### src/design/che_pkg.sv
package che_pkg;

    localparam int MAX_BINS    = 4096;
    localparam int BIN_AW      = 12;
    localparam int COUNT_BITS  = 24;
    localparam int IDX_BITS    = 25;
    localparam int FRAC_BITS   = 17;
    localparam int FDIV_BITS   = COUNT_BITS + 16;

    localparam logic [COUNT_BITS-1:0] COUNT_MAX = {COUNT_BITS{1'b1}};
    localparam logic [FRAC_BITS-1:0]  FRAC_ONE  = 17'd65536;

    localparam logic [1:0] CMD_PIXEL = 2'd0;
    localparam logic [1:0] CMD_READ  = 2'd1;
    localparam logic [1:0] CMD_CLEAR = 2'd2;
    localparam logic [1:0] CMD_NONE  = 2'd3;

    localparam logic [1:0] CFG_BIN_SIZE  = 2'd0;
    localparam logic [1:0] CFG_PIXEL_MAX = 2'd1;
    localparam logic [1:0] CFG_CHANNELS  = 2'd2;
    localparam logic [1:0] CFG_NORMALIZE = 2'd3;

    typedef struct packed {
        logic [1:0]  cmd;
        logic [7:0]  sample_a;
        logic [7:0]  sample_b;
        logic [7:0]  sample_c;
        logic [11:0] read_bin;
    } in_item_t;

    typedef struct packed {
        logic [11:0] bin_index;
        logic [23:0] bin_count;
        logic [16:0] fraction;
        logic        out_of_range;
    } out_item_t;

    typedef struct packed {
        logic [8:0] bin_size;
        logic [7:0] pixel_max;
        logic [1:0] channel_count;
        logic       normalize;
    } cfg_t;

    // One classified request handed from the front to the back.
    typedef struct packed {
        logic [1:0]        kind;
        logic [BIN_AW-1:0] idx;
        logic              oor;
    } op_t;

    typedef struct packed {
        logic clearing;
    } back_status_t;

endpackage

### src/design/che_front.sv
module che_front (
    input  logic                  clk,
    input  logic                  rst_n,
    input  che_pkg::cfg_t         cfg,
    input  che_pkg::back_status_t status,
    input  logic                  in_valid,
    output logic                  in_stall,
    input  che_pkg::in_item_t     in_data,
    output logic                  push,
    output che_pkg::op_t          push_op,
    input  logic                  full
);

    localparam logic [2:0] F_IDLE = 3'd0;
    localparam logic [2:0] F_BPC  = 3'd1;
    localparam logic [2:0] F_QDIV = 3'd2;
    localparam logic [2:0] F_MACC = 3'd3;
    localparam logic [2:0] F_WMUL = 3'd4;
    localparam logic [2:0] F_PUSH = 3'd5;

    logic [2:0]                     state_reg, state_next;
    che_pkg::in_item_t              item_reg;
    che_pkg::op_t                   op_reg, op_next;
    logic [9:0]                     rem_reg, rem_next;
    logic [8:0]                     quo_reg, quo_next;
    logic [3:0]                     cnt_reg, cnt_next;
    logic [8:0]                     bpc_reg, bpc_next;
    logic [1:0]                     ch_reg, ch_next;
    logic [che_pkg::IDX_BITS-1:0]   idx_reg, idx_next;
    logic [16:0]                    w_reg, w_next;
    logic [7:0]                     q_reg, q_next;

    logic [8:0]  bs;
    logic [1:0]  nch;
    logic [9:0]  rem_sh;
    logic        ge;
    logic [9:0]  rem_step;
    logic [8:0]  quo_step;
    logic [7:0]  next_sample;
    logic [che_pkg::IDX_BITS-1:0] idx_sum;
    logic [25:0] w_prod;
    logic        accept;

    assign bs  = (cfg.bin_size == 9'd0) ? 9'd1 : cfg.bin_size;
    assign nch = (cfg.channel_count == 2'd0) ? 2'd1 : cfg.channel_count;

    // One restoring step of the shared quotient unit.
    assign rem_sh   = {rem_reg[8:0], quo_reg[8]};
    assign ge       = (rem_sh >= {1'b0, bs});
    assign rem_step = ge ? (rem_sh - {1'b0, bs}) : rem_sh;
    assign quo_step = {quo_reg[7:0], ge};

    assign idx_sum = idx_reg + che_pkg::IDX_BITS'(q_reg) * che_pkg::IDX_BITS'(w_reg);
    assign w_prod  = w_reg * bpc_reg;

    // Sample of the channel that follows the current one.
    always_comb
    begin
        case (ch_reg)
            2'd0:    next_sample = item_reg.sample_b;
            2'd1:    next_sample = item_reg.sample_c;
            default: next_sample = 8'd0;
        endcase
    end

    assign accept   = in_valid && !in_stall;
    assign in_stall = (state_reg != F_IDLE) || status.clearing;
    assign push     = (state_reg == F_PUSH) && !full;
    assign push_op  = op_reg;

    always_comb
    begin
        state_next = state_reg;
        op_next    = op_reg;
        rem_next   = rem_reg;
        quo_next   = quo_reg;
        cnt_next   = cnt_reg;
        bpc_next   = bpc_reg;
        ch_next    = ch_reg;
        idx_next   = idx_reg;
        w_next     = w_reg;
        q_next     = q_reg;
        unique case (state_reg)
            F_IDLE:
            begin
                if (accept)
                begin
                    op_next.kind = in_data.cmd;
                    op_next.idx  = in_data.read_bin;
                    op_next.oor  = 1'b0;
                    if (in_data.cmd == che_pkg::CMD_PIXEL)
                    begin
                        rem_next   = 10'd0;
                        quo_next   = {1'b0, cfg.pixel_max} + bs;
                        cnt_next   = 4'd0;
                        state_next = F_BPC;
                    end
                    else
                    begin
                        state_next = F_PUSH;
                    end
                end
            end
            F_BPC:
            begin
                rem_next = rem_step;
                quo_next = quo_step;
                cnt_next = cnt_reg + 4'd1;
                if (cnt_reg == 4'd8)
                begin
                    bpc_next   = quo_step;
                    ch_next    = 2'd0;
                    idx_next   = '0;
                    w_next     = 17'd1;
                    rem_next   = 10'd0;
                    quo_next   = {1'b0, item_reg.sample_a};
                    cnt_next   = 4'd0;
                    state_next = F_QDIV;
                end
            end
            F_QDIV:
            begin
                rem_next = rem_step;
                quo_next = quo_step;
                cnt_next = cnt_reg + 4'd1;
                if (cnt_reg == 4'd8)
                begin
                    q_next     = quo_step[7:0];
                    state_next = F_MACC;
                end
            end
            F_MACC:
            begin
                idx_next = idx_sum;
                if (ch_reg == nch - 2'd1)
                begin
                    op_next.oor = (idx_sum >= che_pkg::IDX_BITS'(che_pkg::MAX_BINS));
                    op_next.idx = op_next.oor ? '0 : idx_sum[che_pkg::BIN_AW-1:0];
                    state_next  = F_PUSH;
                end
                else
                begin
                    state_next = F_WMUL;
                end
            end
            F_WMUL:
            begin
                w_next     = w_prod[16:0];
                ch_next    = ch_reg + 2'd1;
                rem_next   = 10'd0;
                quo_next   = {1'b0, next_sample};
                cnt_next   = 4'd0;
                state_next = F_QDIV;
            end
            F_PUSH:
            begin
                if (!full)
                begin
                    state_next = F_IDLE;
                end
            end
            default:
            begin
                state_next = F_IDLE;
            end
        endcase
    end

    always_ff @(posedge clk)
    begin
        if (accept)
        begin
            item_reg <= in_data;
        end
        op_reg  <= op_next;
        rem_reg <= rem_next;
        quo_reg <= quo_next;
        cnt_reg <= cnt_next;
        bpc_reg <= bpc_next;
        ch_reg  <= ch_next;
        idx_reg <= idx_next;
        w_reg   <= w_next;
        q_reg   <= q_next;
    end

    always_ff @(posedge clk or negedge rst_n)
    begin
        if (!rst_n)
        begin
            state_reg <= F_IDLE;
        end
        else
        begin
            state_reg <= state_next;
        end
    end

endmodule

### config.mk
export PLATFORM = sky130hd
export DESIGN_NAME = che_front
export DESIGN_NICKNAME = d
export VERILOG_FILES = /design/src/design/che_pkg.sv /design/src/design/che_front.sv
export SDC_FILE = /design/constraint.sdc
export NUM_CORES = 1
export LEC_CHECK = 0
export BUFFER_PORTS_ARGS = -buffer_cell sky130_fd_sc_hd__buf_4
export CELL_PAD_IN_SITES_DETAIL_PLACEMENT = 0
export CELL_PAD_IN_SITES_GLOBAL_PLACEMENT = 1
export CORE_MARGIN = 3
export CORE_UTILIZATION = 25
export CTS_BUF_LIST = sky130_fd_sc_hd__clkbuf_8
export DETAILED_ROUTE_END_ITERATION = 10
export HOLD_SLACK_MARGIN = 0.1
export PLACE_DENSITY = 0.57
export SYNTH_ARGS = -nofsm -noshare
export SYNTH_HDL_FRONTEND = slang
export SYNTH_SLANG_ARGS = --single-unit
### constraint.sdc
create_clock -name clk -period 7.99 [get_ports clk]
set_clock_uncertainty 0.2 [all_clocks]
set_input_delay 2.397 -clock clk [delete_from_list [all_inputs] [get_ports clk]]
set_output_delay 2.397 -clock clk [all_outputs]
set_load 0.02 [all_outputs]
==> flow_summary.yaml <==
critical_path:
  critPathLaunchType: "flop"
  r2r_end: "push_op[0]"
  r2r_cells: 19
  r2r-start: "q_reg[0]"
  max_stage_delay_ps: 820
  critical_path_class: "flop to flop"
  crit_path_max_fanout: 17
  r2r_slack_ps: 1610
  slowest_stage: "edfxtp_1"
  end_kind: "flop"
  cp.arrival_ps: 6470
  worst-path-buf-inv: 4
  path_common_cell: "fa_1"
  cp_cell_sequence: "nand2_1 > fa_1 > inv_1 > fa_1 > fa_1 > inv_1 > fa_1 > inv_1 > ha_1 > o21a_1 > o211ai_1 > a21oi_1 > a31o_1 > nor4_1 > a311o_1 > nor4_1 > nand4b_1 > buf_4 > and2_2"
  crit_family: "adder cells"
  critPathRequiredTime_ps: 8070
global_route:
  grt_max_degree: 29
  grt_use_total_pct: 11.8
  grt.busiest_layer: "met2"
  grt_util_met1_pct: 16.1
  first_global_vias: 10400
  antenna_found_initial: 0
  grt_overflow: 0
  grt_first_pass_wirelength_um: 55300
  grtUsageMet3_pct: 2.12
  gr-usage-met2_pct: 19.2
routing:
  drtIter0Drc: 345
  drt_wl_total_um: 33300
  dr.pass1.iters: 5
  detail-route-antenna-nets: 0
  drc: 0
  viasPerCell: 4.32
  wire_per_inst_um: 14.9
  vias: 9658
clock_network:
  cts_tree: "yes"
  cts_buffers: 17
  clockBufferDepth: 2
  htreeDepth: 4
  ctsRootBufferMaster: "clkbuf_8"
  hold_buffers: 0
  clk_latency_ps: 520
  post_cts_buffers: 0
  clock_sinks: 125
  clkTransAtPathRegs_ps: 90
  cts-resized-gates: 0
placed_design:
  hpwl_um: 26200
  gp_congestion: 0.806
  placed_area_sq_um: 15400
  portBuffers: 78
sta:
  min_period_over_period_pct: 79.9
  fin_crit_ps: 6380
  finalHoldViolCount: 0
  slew_violations: 0
  rsz0062_at_grt: "no"
  setup_viol: 0
  slew_headroom_pct: 22.6
  fmax_mhz: 157
  fin_setup_tns_ps: 0
  worstMarginPinSlew_ps: 1160
layout:
  final_net_count: 1819
  n_antenna_cell: 0
  final_util_pct: 28.5
  largest_reg_flops: 25
  drive_gt1_share_pct: 9.47
  nFillCells: 5915
  stdcell_area_sq_um: 15800
  synthToLayoutAreaGrowth_pct: 12.3
hold_path:
  hold_path_depth: 0
  min_from: "quo_reg[7]"
  holdPathEnd: "bpc_reg[8]"
  hold_path.class: "flop to flop"
synthesis:
  ys_top_cells_by_count: "inv_1 (290), fa_1 (189), and2_1 (162), nand2_1 (142), edfxtp_1 (122)"
  yosysWarningCount: 0
  synth-async-reset-ratio_pct: 2.40
  synth_area_sq_um: 14100
  yosys.area.top_type: "fa_1"
  synth.most_common_cell: "inv_1"
  ys.flop_type: "edfxtp_1"
  synth_cells: 1434
  avgSynthCellArea_sq_um: 9.81
  yosysSeqAreaShare_pct: 26.6
  synth-edff-count: 122
  yosys_register_bits: 125
  ys_types: 74
  syn-num-nets: 1776
  netlist.area_leader.share_pct: 26.9
  ys_top_cells_by_area: "fa_1 (27%), edfxtp_1 (26%), ha_1 (8.0%)"
outcome:
  outcome: "finished, final reports clean"
floorplan:
  die_w_um: 243
  num_rows: 86
  io_pins: 80
  die_y_um: 243
  core_sq_um: 55400
  dieArea_sq_um: 59200
  start_util_pct: 25.4
job:
  cap_violations: 0
[worst max path at each step]
stage                   from           to  cells after the start
floorplan           q_reg[0]  push_op[11]                     21
global placement    w_reg[8]   push_op[0]                     19
detailed placement  w_reg[8]   push_op[0]                     19
CTS                 w_reg[8]   push_op[0]                     19
global route        q_reg[0]   push_op[0]                     19
finish              q_reg[0]   push_op[0]                     19
[cell usage in the layout (no fill, tap or decap), drive strengths merged, types with 4 or more instances in the layout]
cell and count:
ha 90, nor4 6, clkinv 4, nand2 143, a22o 6, nor2b 10, o21ai 38, and3 8
o22ai 5, xnor2 34, a21oi 37, xor2 20, o21a 11, nor2 62, a211oi 4, and2 165
a21o 21, o31ai 6, nand3 5, a21boi 4, fa 189, buf 86, edfxtp 122, nand2b 11
inv 298, or3 4, nor3 15, o21bai 7, a222oi 5, clkbuf 17
[layer usage]
metal	up-vias	share of wire (%)	wire [um]
met5	-	0	0
met4	0	1.5	496
met3	24	3.1	1020
met2	116	48	15900
met1	4895	48	15800
li1	4623	-	-
[metrics by stage]
step / worst slack, ps / hold slack (ps) / instances
after floorplan: 2330 / 226 / 1434
after global placement: 1660 / 250 / 2206
after detailed placement: 1630 / 259 / 2206
after CTS: 1630 / 279 / 2237
after global routing: 1290 / 287 / 2237
final: 1610 / 277 / 2237
[worst register-to-register path: stages, from the launching register on]
cell and delay (ps):
edfxtp_1 820, nand2_1 180, fa_1 530, inv_1 50, fa_1 480, fa_1 550, inv_1 60, fa_1 540
inv_1 40, ha_1 450, o21a_1 170, o211ai_1 110, a21oi_1 330, a31o_1 320, nor4_1 80, a311o_1 370
nor4_1 280, nand4b_1 140, buf_4 230, and2_2 220
[final cells by class]
type | count | area (sq um) | area share (%)
sequential | 125 | 3740 | 23.7
tap | 748 | 936 | 5.92
inverter | 291 | 1090 | 6.91
clock buffer | 17 | 234 | 1.48
clock inverter | 14 | 174 | 1.10
timing repair buffer | 86 | 646 | 4.09
multi-input combinational | 956 | 8980 | 56.8
[kinds of logic after synthesis]
kind of cell / synth area share, %
adders and majority gates: 35.0
xor gates and xnor gates: 3.36
muxes: 0.142
AOI/OAI and AO/OA: 9.22
buffers and inverters: 9.69
DFF: 26.6
and+or+nand+nor: 16.1
Power is not shown: default switching activity piles up to over one toggle a cycle in this logic, so the estimate is an artifact.
