File: config.mk
export PLATFORM = sky130hd
export DESIGN_NAME = che_fifo
export DESIGN_NICKNAME = d
export VERILOG_FILES = /design/src/design/che_pkg.sv /design/src/design/che_fifo.sv
export SDC_FILE = /design/constraint.sdc
export NUM_CORES = 1
export LEC_CHECK = 0
export ABC_CLOCK_PERIOD_IN_PS = 3700
export BUFFER_PORTS_ARGS = -buffer_cell sky130_fd_sc_hd__buf_2
export CORE_UTILIZATION = 54
export DETAILED_ROUTE_END_ITERATION = 10
export PLACE_DENSITY = 0.85
export SLEW_MARGIN = 5
export SYNTH_ARGS = -nofsm -noshare
export SYNTH_HDL_FRONTEND = slang
export SYNTH_SLANG_ARGS = --single-unit
export TNS_END_PERCENT = 10
File: constraint.sdc
create_clock -name clk -period 3.7 [get_ports clk]
set_input_delay 0.185 -clock clk [delete_from_list [all_inputs] [get_ports clk]]
set_output_delay 0.185 -clock clk [all_outputs]
set_load 0.01 [all_outputs]
File: src/design/che_pkg.sv
package che_pkg;

    localparam int MAX_BINS    = 4096;
    localparam int BIN_AW      = 12;
    localparam int COUNT_BITS  = 24;
    localparam int IDX_BITS    = 25;
    localparam int FRAC_BITS   = 17;
    localparam int FDIV_BITS   = COUNT_BITS + 16;

    localparam logic [COUNT_BITS-1:0] COUNT_MAX = {COUNT_BITS{1'b1}};
    localparam logic [FRAC_BITS-1:0]  FRAC_ONE  = 17'd65536;

    localparam logic [1:0] CMD_PIXEL = 2'd0;
    localparam logic [1:0] CMD_READ  = 2'd1;
    localparam logic [1:0] CMD_CLEAR = 2'd2;
    localparam logic [1:0] CMD_NONE  = 2'd3;

    localparam logic [1:0] CFG_BIN_SIZE  = 2'd0;
    localparam logic [1:0] CFG_PIXEL_MAX = 2'd1;
    localparam logic [1:0] CFG_CHANNELS  = 2'd2;
    localparam logic [1:0] CFG_NORMALIZE = 2'd3;

    typedef struct packed {
        logic [1:0]  cmd;
        logic [7:0]  sample_a;
        logic [7:0]  sample_b;
        logic [7:0]  sample_c;
        logic [11:0] read_bin;
    } in_item_t;

    typedef struct packed {
        logic [11:0] bin_index;
        logic [23:0] bin_count;
        logic [16:0] fraction;
        logic        out_of_range;
    } out_item_t;

    typedef struct packed {
        logic [8:0] bin_size;
        logic [7:0] pixel_max;
        logic [1:0] channel_count;
        logic       normalize;
    } cfg_t;

    // One classified request handed from the front to the back.
    typedef struct packed {
        logic [1:0]        kind;
        logic [BIN_AW-1:0] idx;
        logic              oor;
    } op_t;

    typedef struct packed {
        logic clearing;
    } back_status_t;

endpackage

File: src/design/che_fifo.sv
module che_fifo (
    input  logic           clk,
    input  logic           rst_n,
    input  logic           push,
    input  che_pkg::op_t   push_op,
    input  logic           pop,
    output che_pkg::op_t   head,
    output logic           full,
    output logic           empty
);

    che_pkg::op_t slot_reg [2];
    logic       wr_ptr_reg, rd_ptr_reg;
    logic [1:0] fill_reg;

    assign head  = slot_reg[rd_ptr_reg];
    assign full  = (fill_reg == 2'd2);
    assign empty = (fill_reg == 2'd0);

    always_ff @(posedge clk)
    begin
        if (push)
        begin
            slot_reg[wr_ptr_reg] <= push_op;
        end
    end

    always_ff @(posedge clk or negedge rst_n)
    begin
        if (!rst_n)
        begin
            wr_ptr_reg <= 1'b0;
            rd_ptr_reg <= 1'b0;
            fill_reg   <= 2'd0;
        end
        else
        begin
            if (push)
            begin
                wr_ptr_reg <= ~wr_ptr_reg;
            end
            if (pop)
            begin
                rd_ptr_reg <= ~rd_ptr_reg;
            end
            if (push && !pop)
            begin
                fill_reg <= fill_reg + 2'd1;
            end
            else if (pop && !push)
            begin
                fill_reg <= fill_reg - 2'd1;
            end
        end
    end

endmodule

==> results.json, run 1 <==
{
  "fin_tns_setup_ns": 0,
  "drt_pass1_iterations": 4,
  "synth_fp_nets": 83,
  "routed_wl_mm": 1.79,
  "ios": 36,
  "clkSlewWorstSetupHoldPaths_ns": 0.09,
  "postCtsHoldBufs": 1,
  "dr.first_iter.drc_count": 20,
  "cts_buffers": 5,
  "power_switching_uw": 312,
  "die-area_sq_um": 2650,
  "antenna_left": 0,
  "leakage_uw": 0.000652,
  "dpl.hpwl_mm": 1.27,
  "grt_usage_pct": 16.2,
  "hold_violations": 0,
  "gp_congestion": 0.589,
  "switching_share_pct": 28.3,
  "place_inst": 125,
  "drive_gt1_share_pct": 53.8,
  "grt_pass1_vias": 652,
  "finalSetupViolCount": 0,
  "synth_compound_area_share_pct": 0,
  "final.min_clock_period_ns": 1.91,
  "crit_type": "flip-flop to output port",
  "num-fill-cells": 166,
  "rows": 17,
  "utilization_pct": 69.9,
  "design_area_sq_um": 1580,
  "synth-seq-cells": 34,
  "clk_path_buf_depth": 2,
  "fp.dieW_microns": 51.5,
  "synth_top_family_by_area": "multiplexers",
  "vias": 647,
  "ys_types": 13,
  "post_dp_cell_area_sq_um": 1510,
  "seq_area_sq_um": 1000,
  "ff2ff_path_depth": 2,
  "fin_nets": 125,
  "syn_to_final_growth_pct": 19.3,
  "start_util_pct": 58.6,
  "fp.dieH_microns": 51.5,
  "fin_skew_ns": 0.00582,
  "synthMuxAreaShare_pct": 15.3,
  "grt_overflow_total": 0,
  "core_region_area_sq_um": 2250,
  "antenna_found_initial": 0,
  "ir_drop_v": 0.000482,
  "cts_root_buffer": "clkbuf_4",
  "grt_pass1_wl_mm": 2.86,
  "grt_max_degree": 17,
  "status": "complete, no violations",
  "ff2ff_setup_slack_ns": 2.16,
  "multiInputGateArea_sq_um": 285,
  "post_cts_buffers": 0,
  "maxCapViolCount": 0,
  "p_comb_share_pct": 29.2,
  "end_kind": "output port",
  "ys_warn_count": 0,
  "clock_power_share_pct": 17.5,
  "worst_slew_pin_slew_ns": 0.795,
  "yosys.area_share.simple_pct": 1.99,
  "worstPathArrival_ns": 1.72,
  "min_from": "push_op[2]",
  "p_int_uw": 790,
  "avgSynthCellArea_sq_um": 21.0,
  "r2r_start": "wr_ptr_reg",
  "period_share_pct": 51.5,
  "yosys.area_share.adder_pct": 0.947,
  "place.port_buffers": 35,
  "vias_per_cell": 4.83,
  "clock.fmax_ghz": 0.525,
  "htreeDepth": 2,
  "ys_seq_area_share_pct": 75.8,
  "required_ns": 3.51,
  "powerDensity_nw_per_um2": 699,
  "wl_per_cell_microns": 13.3,
  "fin_cells": 134,
  "drc": 0,
  "start_kind": "flip-flop",
  "r2r_end": "slot_reg[0][7]",
  "cts.sinks": 34,
  "diodes": 0,
  "relSlewSlack_pct": 47.0,
  "synthCells": 63,
  "hp-class": "primary input to flip-flop",
  "synthXorXnorAreaFrac_pct": 3.31,
  "clock_latency_ns": 0.31,
  "cts-resized-gates": 0,
  "min_to": "slot_reg[0][2]",
  "synthesis.area_sq_um": 1320,
  "rsz0062_at_grt": "no",
  "worstHoldPathCells": 1,
  "drv_slew": 0,
  "seqPwrFrac_pct": 53.3,
  "cts_tree": "yes",
  "critPathMaxFanout": 16,
  "largest_register_ffs": 30
}
-- how the worst max path moves through the flow --
stage / slack [ns] / end / cells past startpoint / start
global route: 1.69 / head[8] / 2 / rd_ptr_reg
floorplan: 2.22 / slot_reg[0][0] / 1 / wr_ptr_reg
CTS: 1.75 / head[12] / 2 / rd_ptr_reg
detailed placement: 2.10 / head[8] / 2 / rd_ptr_reg
finish: 1.79 / head[8] / 2 / rd_ptr_reg
global placement: 2.12 / head[7] / 2 / rd_ptr_reg
-- synthesized netlist by cell type, drive strengths merged --
master  count  area (sq um)
and2        1          6.26
nor2        2          7.51
dfrtp       4           100
xnor2       1          8.76
buf         2          31.3
ha          1          12.5
inv         1          3.75
xor2        4          35.0
mux2       15           203
edfxtp     30           901
nor2b       2          12.5
-- stage by stage --
step | worst slack, ns | total power (uW) | hold slack, ns
floorplan | 2.22 | 835 | -0.111
global placement | 2.12 | 912 | -0.00729
detailed placement | 2.10 | 924 | -0.00388
CTS | 1.75 | 1120 | 0.0429
global route | 1.69 | 1170 | 0.0426
finish | 1.79 | 1100 | 0.0585
-- power groups by stage --
stage	logic [uW]	registers, uW	clock network (uW)
final	321	588	193
after global routing	351	600	215
after floorplan	286	549	0
after detailed placement	325	598	0
after global placement	321	591	0
after CTS	326	590	200
-- final cells by class --
| type | count | area share (%) |
|---|---|---|
| Clock buffer | 6 | 3.25 |
| Clock inverter | 2 | 0.476 |
| Sequential cell | 34 | 63.5 |
| Timing Repair Buffer | 37 | 12.2 |
| Multi-Input combinational cell | 26 | 18.1 |
| Tap cell | 28 | 2.22 |
| Inverter | 1 | 0.238 |
-- cells in the final DEF (no fill, tap or decap), types with 2 or more instances in the layout --
cell / instances
buf_2: 35
clkbuf_4: 5
clkinv_1: 2
dfrtp_1: 4
edfxtp_1: 30
mux2_2: 6
mux2_4: 9
nor2_1: 2
nor2b_1: 2
xor2_1: 4
-- cells by family after synthesis --
logic type / after synthesis
buf+inv: 3
mux: 15
simple gates: 5
xor+xnor: 5
flops: 34
fa+ha+maj: 1
-- worst max-delay path: stages (launching register included) --
cell and delay (ns):
dfrtp_1 0.87, mux2_2 0.41, buf_2 0.14
-- metal layers --
metal  vias up  part of all wire, %  wire length [microns]  global-route usage [%]
li1        321                    -                      -                       -
met1       306                   42                    754                    19.0
met2        18                   53                    955                    26.4
met3         2                  3.5                     63                    5.36
met4         0                 0.73                     13                    8.11
met5         -                    0                      0                       0
Note: power is estimated with default switching activity, not from simulation.
==> run 2: changes to the inputs <==
--- a/config.mk
+++ b/config.mk
@@ -5,11 +5,12 @@
 export SDC_FILE = /design/constraint.sdc
 export NUM_CORES = 1
 export LEC_CHECK = 0
-export ABC_CLOCK_PERIOD_IN_PS = 3700
+export ABC_AREA = 1
+export ABC_CLOCK_PERIOD_IN_PS = 1600
 export BUFFER_PORTS_ARGS = -buffer_cell sky130_fd_sc_hd__buf_2
-export CORE_UTILIZATION = 54
+export CORE_UTILIZATION = 45
 export DETAILED_ROUTE_END_ITERATION = 10
-export PLACE_DENSITY = 0.85
+export PLACE_DENSITY = 0.76
 export SLEW_MARGIN = 5
 export SYNTH_ARGS = -nofsm -noshare
 export SYNTH_HDL_FRONTEND = slang
==> constraint.sdc (replaced) <==
create_clock -name clk -period 1.6 [get_ports clk]
set_input_delay 0.08 -clock clk [delete_from_list [all_inputs] [get_ports clk]]
set_output_delay 0.08 -clock clk [all_outputs]
set_load 0.01 [all_outputs]
==> run 2 against run 1 <==
  * Synthesized cell count is 14% higher
  * Synthesized area is 1.5% higher
  * Register-to-register slack worse by 1.7 ns
  * Via count is 25% higher
  * Routed wire length is 30% higher
  * Final area is 15% higher
  * Clock power is 110% higher
  * Critical endpoint is now head[2]
  * Highest routed layer unchanged
==> results.json, run 2 <==
{
  "status": "complete, no violations",
  "antenna_found_initial": 0,
  "yosysTopAreaCellShare_pct": 67.2,
  "synthesis.area_sq_um": 1340,
  "finalSetupViolCount": 0,
  "dr.first_iter.drc_count": 16,
  "start_util_pct": 48.2,
  "wl_per_cell_microns": 13.8,
  "rows": 19,
  "fin_skew_ns": 0.00735,
  "yosysMostFrequentCell": "edfxtp_1",
  "synthFlopType": "edfxtp_1",
  "crit_type": "flip-flop to output port",
  "synthTopCellsByArea": "edfxtp_1, mux2_4, dfrtp_1",
  "htreeDepth": 2,
  "cts.sinks": 34,
  "drc": 0,
  "fin_tns_setup_ns": 0,
  "avgSynthCellArea_sq_um": 18.6,
  "synth_fp_nets": 92,
  "antenna_left": 0,
  "final_common_cell": "buf_2",
  "grt_pass1_vias": 842,
  "utilization_pct": 65.0,
  "drv_slew": 0,
  "core_region_area_sq_um": 2780,
  "fp.dieW_microns": 56.6,
  "vias": 809,
  "gp_congestion": 0.629,
  "fin_nets": 157,
  "grt_max_degree": 12,
  "yosysTopAreaCell": "edfxtp_1",
  "required_ns": 1.52,
  "syn_to_final_growth_pct": 34.7,
  "ys_seq_area_share_pct": 74.6,
  "ir_drop_v": 0.000974,
  "dpl.hpwl_mm": 1.56,
  "rsz0062_at_grt": "no",
  "grt_pass1_wl_mm": 3.59,
  "synth-seq-cells": 34,
  "fp.dieH_microns": 56.6,
  "grt_overflow_total": 0,
  "cp-startpoint": "rd_ptr_reg",
  "ios": 36,
  "cts_buffers": 5,
  "hp-class": "primary input to asynchronous set/reset pin",
  "cts_tree": "yes",
  "clock_latency_ns": 0.33,
  "cp_top_family": "flip-flops",
  "crit_buf_inv": 2,
  "crit_slowest_cell": "dfrtp_2",
  "cpPeakStageDelay_ns": 0.44,
  "crit_cells": 3,
  "final_cell_mix": "buf_2, edfxtp_1, dlygate4sd3_1, mux2_4",
  "clock.fmax_ghz": 0.678,
  "period_share_pct": 92.2,
  "vias_per_cell": 4.79,
  "synth_edf_count": 30,
  "synthCells": 72,
  "critPathMaxFanout": 6,
  "largest_register_ffs": 30,
  "drt_pass1_iterations": 4,
  "powerDensity_nw_per_um2": 1480,
  "hold_violations": 0,
  "num-fill-cells": 223,
  "place.port_buffers": 35,
  "leakage_uw": 0.000780,
  "ff2ff_path_depth": 3,
  "relSlewSlack_pct": 88.4,
  "worst_slew_pin_slew_ns": 0.173,
  "diodes": 0,
  "synth_common_cells": "edfxtp_1, mux2_4, inv_1",
  "ys_types": 14,
  "async_reset_ff_share_pct": 11.8,
  "routed_wl_mm": 2.32,
  "r2r_start": "wr_ptr_reg",
  "grt_usage_pct": 16.5,
  "maxCapViolCount": 0,
  "clkSlewWorstSetupHoldPaths_ns": 0.09,
  "ff2ff_setup_slack_ns": 0.47,
  "path_cells": "buf_4 -> mux2_4 -> buf_2",
  "worstPathArrival_ns": 1.40,
  "drive_gt1_share_pct": 45.7,
  "final.min_clock_period_ns": 1.48,
  "clk_path_buf_depth": 2,
  "cts_root_buffer": "clkbuf_4",
  "die-area_sq_um": 3200,
  "r2r_end": "slot_reg[1][14]",
  "ys_warn_count": 0,
  "crit_end": "head[2]",
  "end_kind": "output port",
  "start_kind": "flip-flop"
}
==> run 2: cell types whose count changed after synthesis, sizes merged <==
cell | previous run | this run
nand3 | 0 | 1
inv | 1 | 7
and2 | 1 | 0
nor2 | 2 | 3
xor2 | 4 | 2
nand4 | 0 | 1
nor2b | 2 | 0
nand2 | 0 | 5
==> run 2: layout make-up <==
type	count	area [sq um]	share of cell area [%]
Tap cell	31	38.8	2.15
Timing Repair Buffer	60	408	22.6
Clock buffer	5	37.5	2.08
Sequential cell	34	1000	55.5
Clock inverter	3	11.3	0.623
Inverter	7	26.3	1.45
Multi-Input combinational cell	29	283	15.7
==> run 2: per-stage QoR <==
stage | setup WS, ns | hold slack (ns) | std cells | total power, uW | area, sq um
floorplan | 0.151 | -0.216 | 72 | 1940 | 1340
global placement | 0.346 | -0.112 | 141 | 2180 | 1560
detailed placement | 0.300 | -0.109 | 141 | 2220 | 1560
CTS | 0.0175 | 0.0578 | 167 | 2670 | 1790
global route | 0.0721 | 0.0691 | 169 | 2830 | 1810
finish | 0.124 | 0.0914 | 169 | 2680 | 1810
==> run 2: worst min path at each step <==
stage	endpoint	slack [ns]	cells past startpoint
2_1_floorplan	fill_reg[0]	-0.22	0
3_3_place_gp	fill_reg[1]	-0.11	1
3_5_place_dp	fill_reg[1]	-0.11	1
4_1_cts	rd_ptr_reg	0.06	2
5_1_grt	rd_ptr_reg	0.07	2
6_report	rd_ptr_reg	0.09	2
==> run 2: logic make-up (layout without fill, tap and decap cells) <==
logic type | Yosys count | after routing | share of synthesized area (%)
flip-flops | 34 | 34 | 74.6
multiplexers | 15 | 15 | 15.1
AND/OR/NAND/NOR | 10 | 10 | 3.08
buffers and inverters | 9 | 75 | 4.29
XOR/XNOR | 3 | 3 | 1.96
adder cells (fa/ha/maj) | 1 | 1 | 0.933
==> run 2: per-layer routing <==
metal	global-route usage, %	routed length, microns	up-vias
met5	0	0	-
met4	10.5	53	0
met3	7.83	130	4
met2	29.2	1280	28
met1	14.6	862	386
li1	-	-	391
==> run 2: report_power, final <==
group	switching [uW]	internal (uW)	leakage, uW
sequential	92.8	1190	0.000328
clock	254	156	0.0000277
combinational	452	530	0.000424
total	798	1880	0.000780
==> run 2: what timing repair did <==
action	4_1_cts	5_1_grt
hold endpoints to repair	36	0
hold buffers	18	0
endpoints found under the setup margin	12	11
resized for setup	1	0
setup buffers	0	2
